--- src/hw/rtl/bfsm_pkg.sv ---
// ----------------------------------------------------------------------------
// Bloom filter string member package
// Shared sizes and the controller state type of the Bloom filter block.
// ----------------------------------------------------------------------------
package bfsm_pkg;

  localparam int CELLS     = 1024;
  localparam int CELL_AW   = $clog2(CELLS);
  localparam int CELL_CW   = CELL_AW + 1;
  localparam int HASH_W    = 32;
  localparam int CHAR_W    = 8;
  localparam int NCELL_W   = 11;
  localparam int BITCNT_W  = $clog2(HASH_W);

  localparam logic ACT_INSERT = 1'b0;
  localparam logic ACT_QUERY  = 1'b1;

  typedef enum logic [6:0] {
    S_CLEAR = 7'b0000001,
    S_IDLE  = 7'b0000010,
    S_MOD   = 7'b0000100,
    S_MEMA  = 7'b0001000,
    S_MEMB  = 7'b0010000,
    S_MEMC  = 7'b0100000,
    S_DONE  = 7'b1000000
  } state_e;

endpackage

--- src/hw/rtl/bfsm_char_if.sv ---
// ----------------------------------------------------------------------------
// Character channel
// Carries one character of a word with its action and last mark.
// ----------------------------------------------------------------------------
interface bfsm_char_if;
  logic                       valid;
  logic                       ready;
  logic                       action;
  logic [bfsm_pkg::CHAR_W-1:0] char_code;
  logic                       last;

  modport source (output valid, output action, output char_code, output last,
                  input ready);
  modport sink   (input valid, input action, input char_code, input last,
                  output ready);
endinterface

--- src/hw/rtl/bfsm_res_if.sv ---
// ----------------------------------------------------------------------------
// Result channel
// Carries the membership answer for one finished word.
// ----------------------------------------------------------------------------
interface bfsm_res_if;
  logic valid;
  logic ready;
  logic found;
  logic was_query;

  modport source (output valid, output found, output was_query, input ready);
  modport sink   (input valid, input found, input was_query, output ready);
endinterface

--- src/hw/rtl/bfsm_cfg_if.sv ---
// ----------------------------------------------------------------------------
// Configuration channel
// Carries a write of the cell count register.
// ----------------------------------------------------------------------------
interface bfsm_cfg_if;
  logic                         valid;
  logic                         ready;
  logic [bfsm_pkg::NCELL_W-1:0] num_cells;

  modport source (output valid, output num_cells, input ready);
  modport sink   (input valid, input num_cells, output ready);
endinterface

--- src/hw/rtl/bloom_filter_string_member_unit.sv ---
// ----------------------------------------------------------------------------
// Bloom filter string member unit
// Two-hash Bloom filter over words delivered one character per item.
// ----------------------------------------------------------------------------
// Words arrive on in_i one character per item; the item with last set ends
// the word and carries the action that counts (insert or query). Each
// character updates a rotate-xor hash and a times-33 hash, so characters
// inside a word are taken back to back.
// On the last character both hashes are reduced modulo the cell count by a
// restoring remainder unit that retires one dividend bit per cycle, then
// the one-bit cell memory is accessed at both indices through its single
// port: two writes for an insert, two registered reads for a query.
// One item per word leaves on res_o and sits in an output register; the
// next word's characters are taken while it waits, and only the end of that
// next word stalls until res_o is free.
// cfg_i writes num_cells, always ready; 0 or values above the cell count
// select the full cell count.
// After reset a clearing pass writes zero to all 1024 cells, one a cycle,
// while in_i stays not ready.
// ----------------------------------------------------------------------------
module bloom_filter_string_member_unit (
  input  logic clk_i,
  input  logic rst_ni,
  bfsm_char_if.sink   in_i,
  bfsm_cfg_if.sink    cfg_i,
  bfsm_res_if.source  res_o
);

  localparam int AW = bfsm_pkg::CELL_AW;
  localparam int CW = bfsm_pkg::CELL_CW;
  localparam int HW = bfsm_pkg::HASH_W;
  localparam int BW = bfsm_pkg::BITCNT_W;

  bfsm_pkg::state_e state_q, state_d;

  logic [bfsm_pkg::NCELL_W-1:0] ncell_q;
  logic [HW-1:0]  rot_q, rot_d, t33_q, t33_d;
  logic [HW-1:0]  div0_q, div1_q;
  logic [AW-1:0]  rem0_q, rem1_q, rem0_d, rem1_d;
  logic [CW-1:0]  trial0, trial1;
  logic [CW-1:0]  mod_q, mod_d;
  logic [BW-1:0]  bit_cnt_q;
  logic [AW-1:0]  clr_cnt_q;
  logic           query_q;
  logic           bit0_q;
  logic           found_q;
  logic           out_valid_q, out_found_q, out_query_q;
  logic [HW-1:0]  char_ext;
  logic           in_fire;
  logic           out_free;

  logic           mem_q [bfsm_pkg::CELLS];
  logic           mem_we, mem_wdata, mem_re, rd_q;
  logic [AW-1:0]  mem_addr;

  assign in_fire  = in_i.valid && in_i.ready;
  assign out_free = !out_valid_q || res_o.ready;
  assign in_i.ready  = (state_q == bfsm_pkg::S_IDLE);
  assign cfg_i.ready = 1'b1;

  assign res_o.valid     = out_valid_q;
  assign res_o.found     = out_found_q;
  assign res_o.was_query = out_query_q;

  assign char_ext = {{(HW - bfsm_pkg::CHAR_W){in_i.char_code[bfsm_pkg::CHAR_W-1]}},
                     in_i.char_code};
  assign rot_d = {rot_q[HW-5:0], 4'b0000} ^ {28'd0, rot_q[HW-1:HW-4]} ^ char_ext;
  assign t33_d = {t33_q[HW-6:0], 5'b00000} + t33_q + char_ext;

  always_comb begin
    if ((ncell_q == '0) || (32'(ncell_q) > 32'(bfsm_pkg::CELLS))) begin
      mod_d = CW'(bfsm_pkg::CELLS);
    end else begin
      mod_d = CW'(ncell_q);
    end
  end

  assign trial0 = {rem0_q, div0_q[HW-1]};
  assign trial1 = {rem1_q, div1_q[HW-1]};
  assign rem0_d = (trial0 >= mod_q) ? AW'(trial0 - mod_q) : AW'(trial0);
  assign rem1_d = (trial1 >= mod_q) ? AW'(trial1 - mod_q) : AW'(trial1);

  always_comb begin
    mem_we    = 1'b0;
    mem_wdata = 1'b1;
    mem_re    = 1'b0;
    mem_addr  = rem0_q;
    state_d   = state_q;
    case (state_q)
      bfsm_pkg::S_CLEAR: begin
        mem_we    = 1'b1;
        mem_wdata = 1'b0;
        mem_addr  = clr_cnt_q;
        if (clr_cnt_q == AW'(bfsm_pkg::CELLS - 1)) begin
          state_d = bfsm_pkg::S_IDLE;
        end
      end
      bfsm_pkg::S_IDLE: begin
        if (in_fire && in_i.last) begin
          state_d = bfsm_pkg::S_MOD;
        end
      end
      bfsm_pkg::S_MOD: begin
        if (bit_cnt_q == BW'(HW - 1)) begin
          state_d = bfsm_pkg::S_MEMA;
        end
      end
      bfsm_pkg::S_MEMA: begin
        mem_addr = rem0_q;
        mem_we   = (query_q == bfsm_pkg::ACT_INSERT);
        mem_re   = (query_q == bfsm_pkg::ACT_QUERY);
        state_d  = bfsm_pkg::S_MEMB;
      end
      bfsm_pkg::S_MEMB: begin
        mem_addr = rem1_q;
        mem_we   = (query_q == bfsm_pkg::ACT_INSERT);
        mem_re   = (query_q == bfsm_pkg::ACT_QUERY);
        state_d  = (query_q == bfsm_pkg::ACT_QUERY) ? bfsm_pkg::S_MEMC : bfsm_pkg::S_DONE;
      end
      bfsm_pkg::S_MEMC: begin
        state_d = bfsm_pkg::S_DONE;
      end
      bfsm_pkg::S_DONE: begin
        if (out_free) begin
          state_d = bfsm_pkg::S_IDLE;
        end
      end
      default: begin
        state_d = bfsm_pkg::S_CLEAR;
      end
    endcase
  end

  always_ff @(posedge clk_i) begin
    if (mem_we) begin
      mem_q[mem_addr] <= mem_wdata;
    end
    if (mem_re) begin
      rd_q <= mem_q[mem_addr];
    end
  end

  always_ff @(posedge clk_i or negedge rst_ni) begin
    if (!rst_ni) begin
      state_q     <= bfsm_pkg::S_CLEAR;
      clr_cnt_q   <= '0;
      ncell_q     <= bfsm_pkg::NCELL_W'(1024);
      rot_q       <= '0;
      t33_q       <= '0;
      bit_cnt_q   <= '0;
      out_valid_q <= 1'b0;
    end else begin
      state_q <= state_d;
      if (cfg_i.valid) begin
        ncell_q <= cfg_i.num_cells;
      end
      if (state_q == bfsm_pkg::S_CLEAR) begin
        clr_cnt_q <= clr_cnt_q + AW'(1);
      end
      if (in_fire) begin
        if (in_i.last) begin
          rot_q <= '0;
          t33_q <= '0;
        end else begin
          rot_q <= rot_d;
          t33_q <= t33_d;
        end
      end
      if (state_q == bfsm_pkg::S_MOD) begin
        bit_cnt_q <= bit_cnt_q + BW'(1);
      end else begin
        bit_cnt_q <= '0;
      end
      if ((state_q == bfsm_pkg::S_DONE) && out_free) begin
        out_valid_q <= 1'b1;
      end else if (res_o.ready) begin
        out_valid_q <= 1'b0;
      end
    end
  end

  always_ff @(posedge clk_i) begin
    if (in_fire && in_i.last) begin
      div0_q  <= rot_d;
      div1_q  <= t33_d;
      rem0_q  <= '0;
      rem1_q  <= '0;
      mod_q   <= mod_d;
      query_q <= in_i.action;
    end else if (state_q == bfsm_pkg::S_MOD) begin
      div0_q <= {div0_q[HW-2:0], 1'b0};
      div1_q <= {div1_q[HW-2:0], 1'b0};
      rem0_q <= rem0_d;
      rem1_q <= rem1_d;
    end
    if (state_q == bfsm_pkg::S_MEMA) begin
      found_q <= 1'b1;
    end
    if (state_q == bfsm_pkg::S_MEMB) begin
      bit0_q <= rd_q;
    end
    if (state_q == bfsm_pkg::S_MEMC) begin
      found_q <= bit0_q & rd_q;
    end
    if ((state_q == bfsm_pkg::S_DONE) && out_free) begin
      out_found_q <= found_q;
      out_query_q <= query_q;
    end
  end

endmodule
--- src/flat_wrapper.sv ---
// flat-port wrapper written by rule: the top's interface ports become plain ports
module bloom_filter_string_member_unit_flat 
  (clk_i, rst_ni, in_i_valid, in_i_action, in_i_char_code, in_i_last, in_i_ready, cfg_i_valid, cfg_i_num_cells, cfg_i_ready, res_o_valid, res_o_found, res_o_was_query, res_o_ready);
  bfsm_char_if in_i_i ();
  bfsm_cfg_if cfg_i_i ();
  bfsm_res_if res_o_i ();
  input  logic clk_i;
  input  logic rst_ni;
  input wire logic [$bits(in_i_i.valid)-1:0] in_i_valid;
  input wire logic [$bits(in_i_i.action)-1:0] in_i_action;
  input wire logic [$bits(in_i_i.char_code)-1:0] in_i_char_code;
  input wire logic [$bits(in_i_i.last)-1:0] in_i_last;
  output wire logic [$bits(in_i_i.ready)-1:0] in_i_ready;
  input wire logic [$bits(cfg_i_i.valid)-1:0] cfg_i_valid;
  input wire logic [$bits(cfg_i_i.num_cells)-1:0] cfg_i_num_cells;
  output wire logic [$bits(cfg_i_i.ready)-1:0] cfg_i_ready;
  output wire logic [$bits(res_o_i.valid)-1:0] res_o_valid;
  output wire logic [$bits(res_o_i.found)-1:0] res_o_found;
  output wire logic [$bits(res_o_i.was_query)-1:0] res_o_was_query;
  input wire logic [$bits(res_o_i.ready)-1:0] res_o_ready;
  assign in_i_i.valid = in_i_valid;
  assign in_i_i.action = in_i_action;
  assign in_i_i.char_code = in_i_char_code;
  assign in_i_i.last = in_i_last;
  assign in_i_ready = in_i_i.ready;
  assign cfg_i_i.valid = cfg_i_valid;
  assign cfg_i_i.num_cells = cfg_i_num_cells;
  assign cfg_i_ready = cfg_i_i.ready;
  assign res_o_valid = res_o_i.valid;
  assign res_o_found = res_o_i.found;
  assign res_o_was_query = res_o_i.was_query;
  assign res_o_i.ready = res_o_ready;
  bloom_filter_string_member_unit u_core (.clk_i(clk_i), .rst_ni(rst_ni), .in_i(in_i_i), .cfg_i(cfg_i_i), .res_o(res_o_i));
endmodule
--- config.mk ---
export PLATFORM = sky130hd
export DESIGN_NAME = bloom_filter_string_member_unit_flat
export DESIGN_NICKNAME = d
export VERILOG_FILES = /design/src/hw/rtl/bfsm_pkg.sv /design/src/hw/rtl/bfsm_char_if.sv /design/src/hw/rtl/bfsm_res_if.sv /design/src/hw/rtl/bfsm_cfg_if.sv /design/src/hw/rtl/bloom_filter_string_member_unit.sv /design/src/flat_wrapper.sv
export SDC_FILE = /design/constraint.sdc
export NUM_CORES = 2
export LEC_CHECK = 0
export BUFFER_PORTS_ARGS = -buffer_cell sky130_fd_sc_hd__buf_2
export CELL_PAD_IN_SITES_DETAIL_PLACEMENT = 1
export CELL_PAD_IN_SITES_GLOBAL_PLACEMENT = 2
export CORE_MARGIN = 2
export CORE_UTILIZATION = 38
export CTS_CLUSTER_DIAMETER = 100
export CTS_CLUSTER_SIZE = 12
export DETAILED_ROUTE_END_ITERATION = 16
export PLACE_DENSITY_LB_ADDON = 0.1
export SETUP_SLACK_MARGIN = 0.4
export SYNTH_ARGS = -nofsm -noshare
export SYNTH_HDL_FRONTEND = slang
export SYNTH_SLANG_ARGS = --single-unit
--- constraint.sdc ---
create_clock -name clk_i -period 10.4 [get_ports clk_i]
set_input_delay 2.08 -clock clk_i [delete_from_list [all_inputs] [get_ports clk_i]]
set_output_delay 2.08 -clock clk_i [all_outputs]
set_load 0.03 [all_outputs]
; ---- After elaboration in Yosys (flattened, before gate mapping)
; Memory sizes are Yosys's and may differ from the RTL's. A register that Yosys moved wholly into a read port is not among the register bits.
; Cells that the tools add are included.
[op_classes]
addsub = 6
n_mul = 0
div = 0
magnitude_cmp = 3
eq_ne = 13
shift = 0
n_mux = 25
bitwise_logic = 4
n_reduce_logical = 12
[op_table]
columns = operator, n
row1 = $mux 32, 6
row2 = $add 32x32->32, 2
row3 = $pmux 7 s7, 1
row4 = $mux 7, 5
row5 = $xor 32x32->32, 1
row6 = $xor 32x4->32, 1
row7 = $ge 11x11->1, 2
row8 = $mux 10, 2
row9 = $pmux 10 s2, 1
row10 = $sub 10x10->10, 2
row11 = $gt 11x11->1 const B, 1
row12 = $logic_not 11->1, 1
row13 = $add 10x1->10 const B, 1
row14 = $eq 10x10->1 const B, 1
row15 = $mux 1, 8
row16 = $eq 7x1->1 const B, 1
row17 = $eq 7x2->1 const B, 1
row18 = $eq 7x3->1 const B, 1
row19 = $eq 7x4->1 const B, 1
row20 = $eq 7x5->1 const B, 1
row21 = $eq 7x6->1 const B, 1
row22 = $eq 7x7->1 const B, 1
row23 = $ne 2x1->1 const B, 3
row24 = $reduce_bool 2->1, 3
row25 = other kinds (12), 15
[totals]
regBits = 198
latch_bits = 0
ram_bits = 1024
rom_bits = 0
in_bits = 26
output_inout_bits = 5
word_cells = 81
mem_count = 1
[mem_list]
columns = name, depth, width, rd, rd_clocked_by_memory_dff, wr, line_no
row1 = u_core.mem_q, 1024, 1, 1, 1, 1, bloom_filter_string_member_unit.sv:52  ; logic mem_q [bfsm_pkg::CELLS];

; ---- Depth between registers and ports, before layout
[depth]
word_depth = 5
depth_mapped = 16
ltp_nobuf = 15

; ---- Worst setup path before layout
; No wires, ideal clock.
[synth_timing]
path_type = register to register
startpoint = register u_core.state_q[6]
endpoint = register u_core.rd_q, read port of u_core.mem_q, data pin
setup_time_ps = 272
t_arrival_ps = 10228
required_ps = 10128
path_slack_ps = -100
stages_incl_launch_ff = 17
n_path_buf = 4
synth_period_minus_slack_ps = 10500
cell_sequence = dfrtp_1 > or4_1 > buf_2 > nor3_2 > inv_2 > nand3_2 > clkbuf_1 > clkbuf_1 > clkbuf_1 > o2111a_1 > a2111oi_0 > o22ai_1 > nor4_1 > o22ai_1 > a221oi_2 > nand4_1 > or4_1
[synth_between]
elab_chain_cells = 3
word_cells_on_any_way = 6
cone_classes = eq/ne (3) / mux (2) / reduce/logical (1)
[synth_rtl]
columns = item, line_no
row1 = from (decl), bloom_filter_string_member_unit.sv:34  ; bfsm_pkg::state_e state_q, state_d;
row2 = from (signal assigned), bloom_filter_string_member_unit.sv:145  ; state_q <= bfsm_pkg::S_CLEAR;
row3 = from (signal assigned), bloom_filter_string_member_unit.sv:153  ; state_q <= state_d;
row4 = $eq 7x5->1 or $eq 7x4->1 (tied branches), bloom_filter_string_member_unit.sv:89  ; case (state_q)
row5 = $reduce_or 2->1 (no source line), --
row6 = $mux 1, bloom_filter_string_member_unit.sv:89
row7 = to (decl), bloom_filter_string_member_unit.sv:53  ; logic mem_we, mem_wdata, mem_re, rd_q;
; Several ways; a longest one is shown, not always the timed one.
; A chain may end at the register's enable or synchronous reset.

; ---- Final worst setup path
[layout_timing]
startpoint = register u_core.state_q[3]
endpoint = register u_core.rd_q, read port of u_core.mem_q, data pin
; The elaborated chain is that of the path after synthesis.

==> reports/qor.txt <==
Post-synth EDFFs - 1105
Slew Viols, Final - 0
drt first pass iters - 6
critical path peak fanout - 47
TNS Setup - 0 ps
fillers - 15700
Multi-input gate area - 19400 um2
critical path, cell by cell - or4_1 > nor4_4 > or2_4 > buf_4 > buf_4 > nor4b_1 > a2111oi_0 > o22a_1 > and3_1 > a31oi_1 > a2111oi_0 > nand4_1 > or4_1
Final Hold Fails - 0
CTS tree - built
Lkg Pwr - 0.0184 uW
crit path time final - 6860 ps
CTS Hold Bufs - 0
Power Total - 9250 uW
post-CTS resize count - 0
CP Buf/Inv Count - 2
synthesized cell area - 57600 um2
number of vias per cell - 6.11
DRC Markers - 0
Synth warnings - 0
DPL Wire Length - 113000 um
initial DRC count - 4166
total of max-cap violations - 0
startpoint types - flop
Final Skew - 32.9 ps
TritonCTS buffer count - 112
via count - 40800
ranking of synthesized cells by area - edfxtp_1, nor2_1, dfrtp_1
max frequency - 0.146 GHz
Async SR Flop Fraction - 8.01%
first-pass GRT wire length - 303000 um
vias in the first global route - 41400
largest net degree at the start of global routing - 189
leading area contributor after synthesis - edfxtp_1
Sequential Area - 36000 um2
clock latency on the worst-skew pair - 760 ps
Max Root-Sink Buffers - 3
Cell Pwr Density - 148 nW/um2
Setup Viol. Count Final - 0
register area share after synthesis - 62.6%
Hold Path Class - flop to flop
DIE WIDTH - 393 um
layout cells sized above 1 - 8.51%
Ports - 31
#FFs+latches synth - 1223
Die H - 393 um
initial antenna violation count - 8
Die Area - 155000 um2
Relative slew margins - 8.56%
syn_nets - 4947
GRT Overall Usage - 27.0%
Cells after Synth - 4832
period utilization - 65.9%
Crit. End Element - flop
Final ANT Viol Nets - 0
CP max stage cell - a2111oi_0
nets - 4740
Starting Density - 38.4%
share of the synthesized area in the top cell type - 57.6%
WS Path Type - flop to flop
area delta synth->final - 8.87%
final WL - 210000 um
total core area - 150000 um2
RSZ-0062 raised after global routing - false
Post-CTS Setup Bufs - 0
Post-synth top flop - edfxtp_1
CP max stage delay - 980 ps
Rows - 142
peak supply drop - 0.125 mV
Routed WL per cell - 31.4 um
most frequent cell after synthesis - nor2_1
number of H-tree levels - 3
Remaining Overflow, GRT - 0
Post-synth top cells - nor2_1, edfxtp_1, clkbuf_1
Reg clk slew, reported paths - 70 ps
CP top delay family - simple AND/OR/NAND/NOR gates
CP required - 10890 ps
status - finished clean
Syn Area/Cell - 11.9 um2
PortBufs - 29
routability cong. - 0.789
Worst Path Arrival - 7350 ps
Worst-Margin Slew - 1370 ps
Clock Tree Root - clkbuf_16
synth unique cells - 79
Clock Sinks - 1223
## cells in the final DEF (no fill, tap or decap), types with 45 or more instances in the layout
master | synthesis | final
nor3b_1 | 112 | 112
nand2_1 | 273 | 235
a21o_1 | 45 | 45
buf_4 | 13 | 135
o21ai_0 | 135 | 135
inv_1 | 113 | 113
ha_1 | 60 | 60
dfrtp_1 | 96 | 96
clkbuf_16 | 0 | 117
a221o_1 | 139 | 139
nor2_1 | 1118 | 1114
xnor2_1 | 63 | 63
nor4b_1 | 67 | 66
a2111oi_0 | 133 | 133
a22o_1 | 74 | 74
o2111a_1 | 179 | 179
edfxtp_1 | 1105 | 1105
o21a_1 | 60 | 60
a21oi_1 | 48 | 47
## cell families after synthesis
logic type	synth area share [%]
buf+inv	4.29
fa+ha+maj	2.31
simple gates	13.7
other cells	0.00651
flops	62.6
xor+xnor	1.22
mux	0.771
compound gates	15.2
## worst paths after layout
check	from	end	slack, ps	cells past startpoint
max in group asynchronous	rst_ni	u_core.clr_cnt_q[5]	7750	2
min in group asynchronous	rst_ni	u_core.rot_q[1]	1360	1
hold / removal	u_core.bit_cnt_q[0]	u_core.bit_cnt_q[0]	480	1
setup / recovery	u_core.state_q[3]	u_core.rd_q	3540	13
setup reg to reg	u_core.state_q[3]	u_core.rd_q	3540	13
hold reg to reg	u_core.bit_cnt_q[0]	u_core.bit_cnt_q[0]	480	1
## sequential cells by signal, summed over array words and instances (netlist names), 5 cells and up
| signal | flops |
|---|---|
| u_core.bit_cnt_q | 5 |
| u_core.mod_q | 11 |
| u_core.state_q | 7 |
| u_core.t33_q | 32 |
| u_core.div1_q | 32 |
| u_core.clr_cnt_q | 10 |
| u_core.mem_q | 1024 |
| u_core.ncell_q | 11 |
| u_core.div0_q | 32 |
| u_core.rem1_q | 10 |
| u_core.rot_q | 32 |
| u_core.rem0_q | 10 |
## layer usage
layer / up-vias / part of all wire, % / GRT usage (%)
met4: 4 / 2.7 / 7.56
li1: 17600 / - / -
met5: - / 0.012 / 0
met3: 274 / 5.8 / 3.54
met1: 21700 / 45 / 38.3
met2: 1303 / 47 / 43.3
## report_power, final
| group | switching (uW) | internal, uW |
|---|---|---|
| Combinational | 48.0 | 28.7 |
| Sequential | 4.68 | 5280 |
| Clock | 1870 | 2020 |
## stage by stage
stage | cell area, um2 | setup WS, ps | instances | util (%) | hold slack (ps)
after floorplan | 57600 | 2620 | 4832 | - | 400
after global placement | 59600 | 3360 | 6527 | 39.7 | 468
after detailed placement | 59600 | 3490 | 6527 | 39.7 | 460
after CTS | 62700 | 3480 | 6679 | 41.8 | 477
after global routing | 62700 | 3320 | 6679 | 41.8 | 486
final | 62700 | 3540 | 6680 | 41.8 | 482
## cell type report
| type | instances | share of cell area [%] |
|---|---|---|
| tap | 2016 | 4.02 |
| clock inverter | 3 | 0.0579 |
| sequential | 1223 | 57.5 |
| timing repair buffer | 165 | 1.93 |
| inverter | 116 | 0.721 |
| clock buffer | 149 | 4.88 |
| antenna | 1 | 0.00399 |
| multi-input combinational | 3007 | 30.9 |
(Power assumes the default switching activity.)
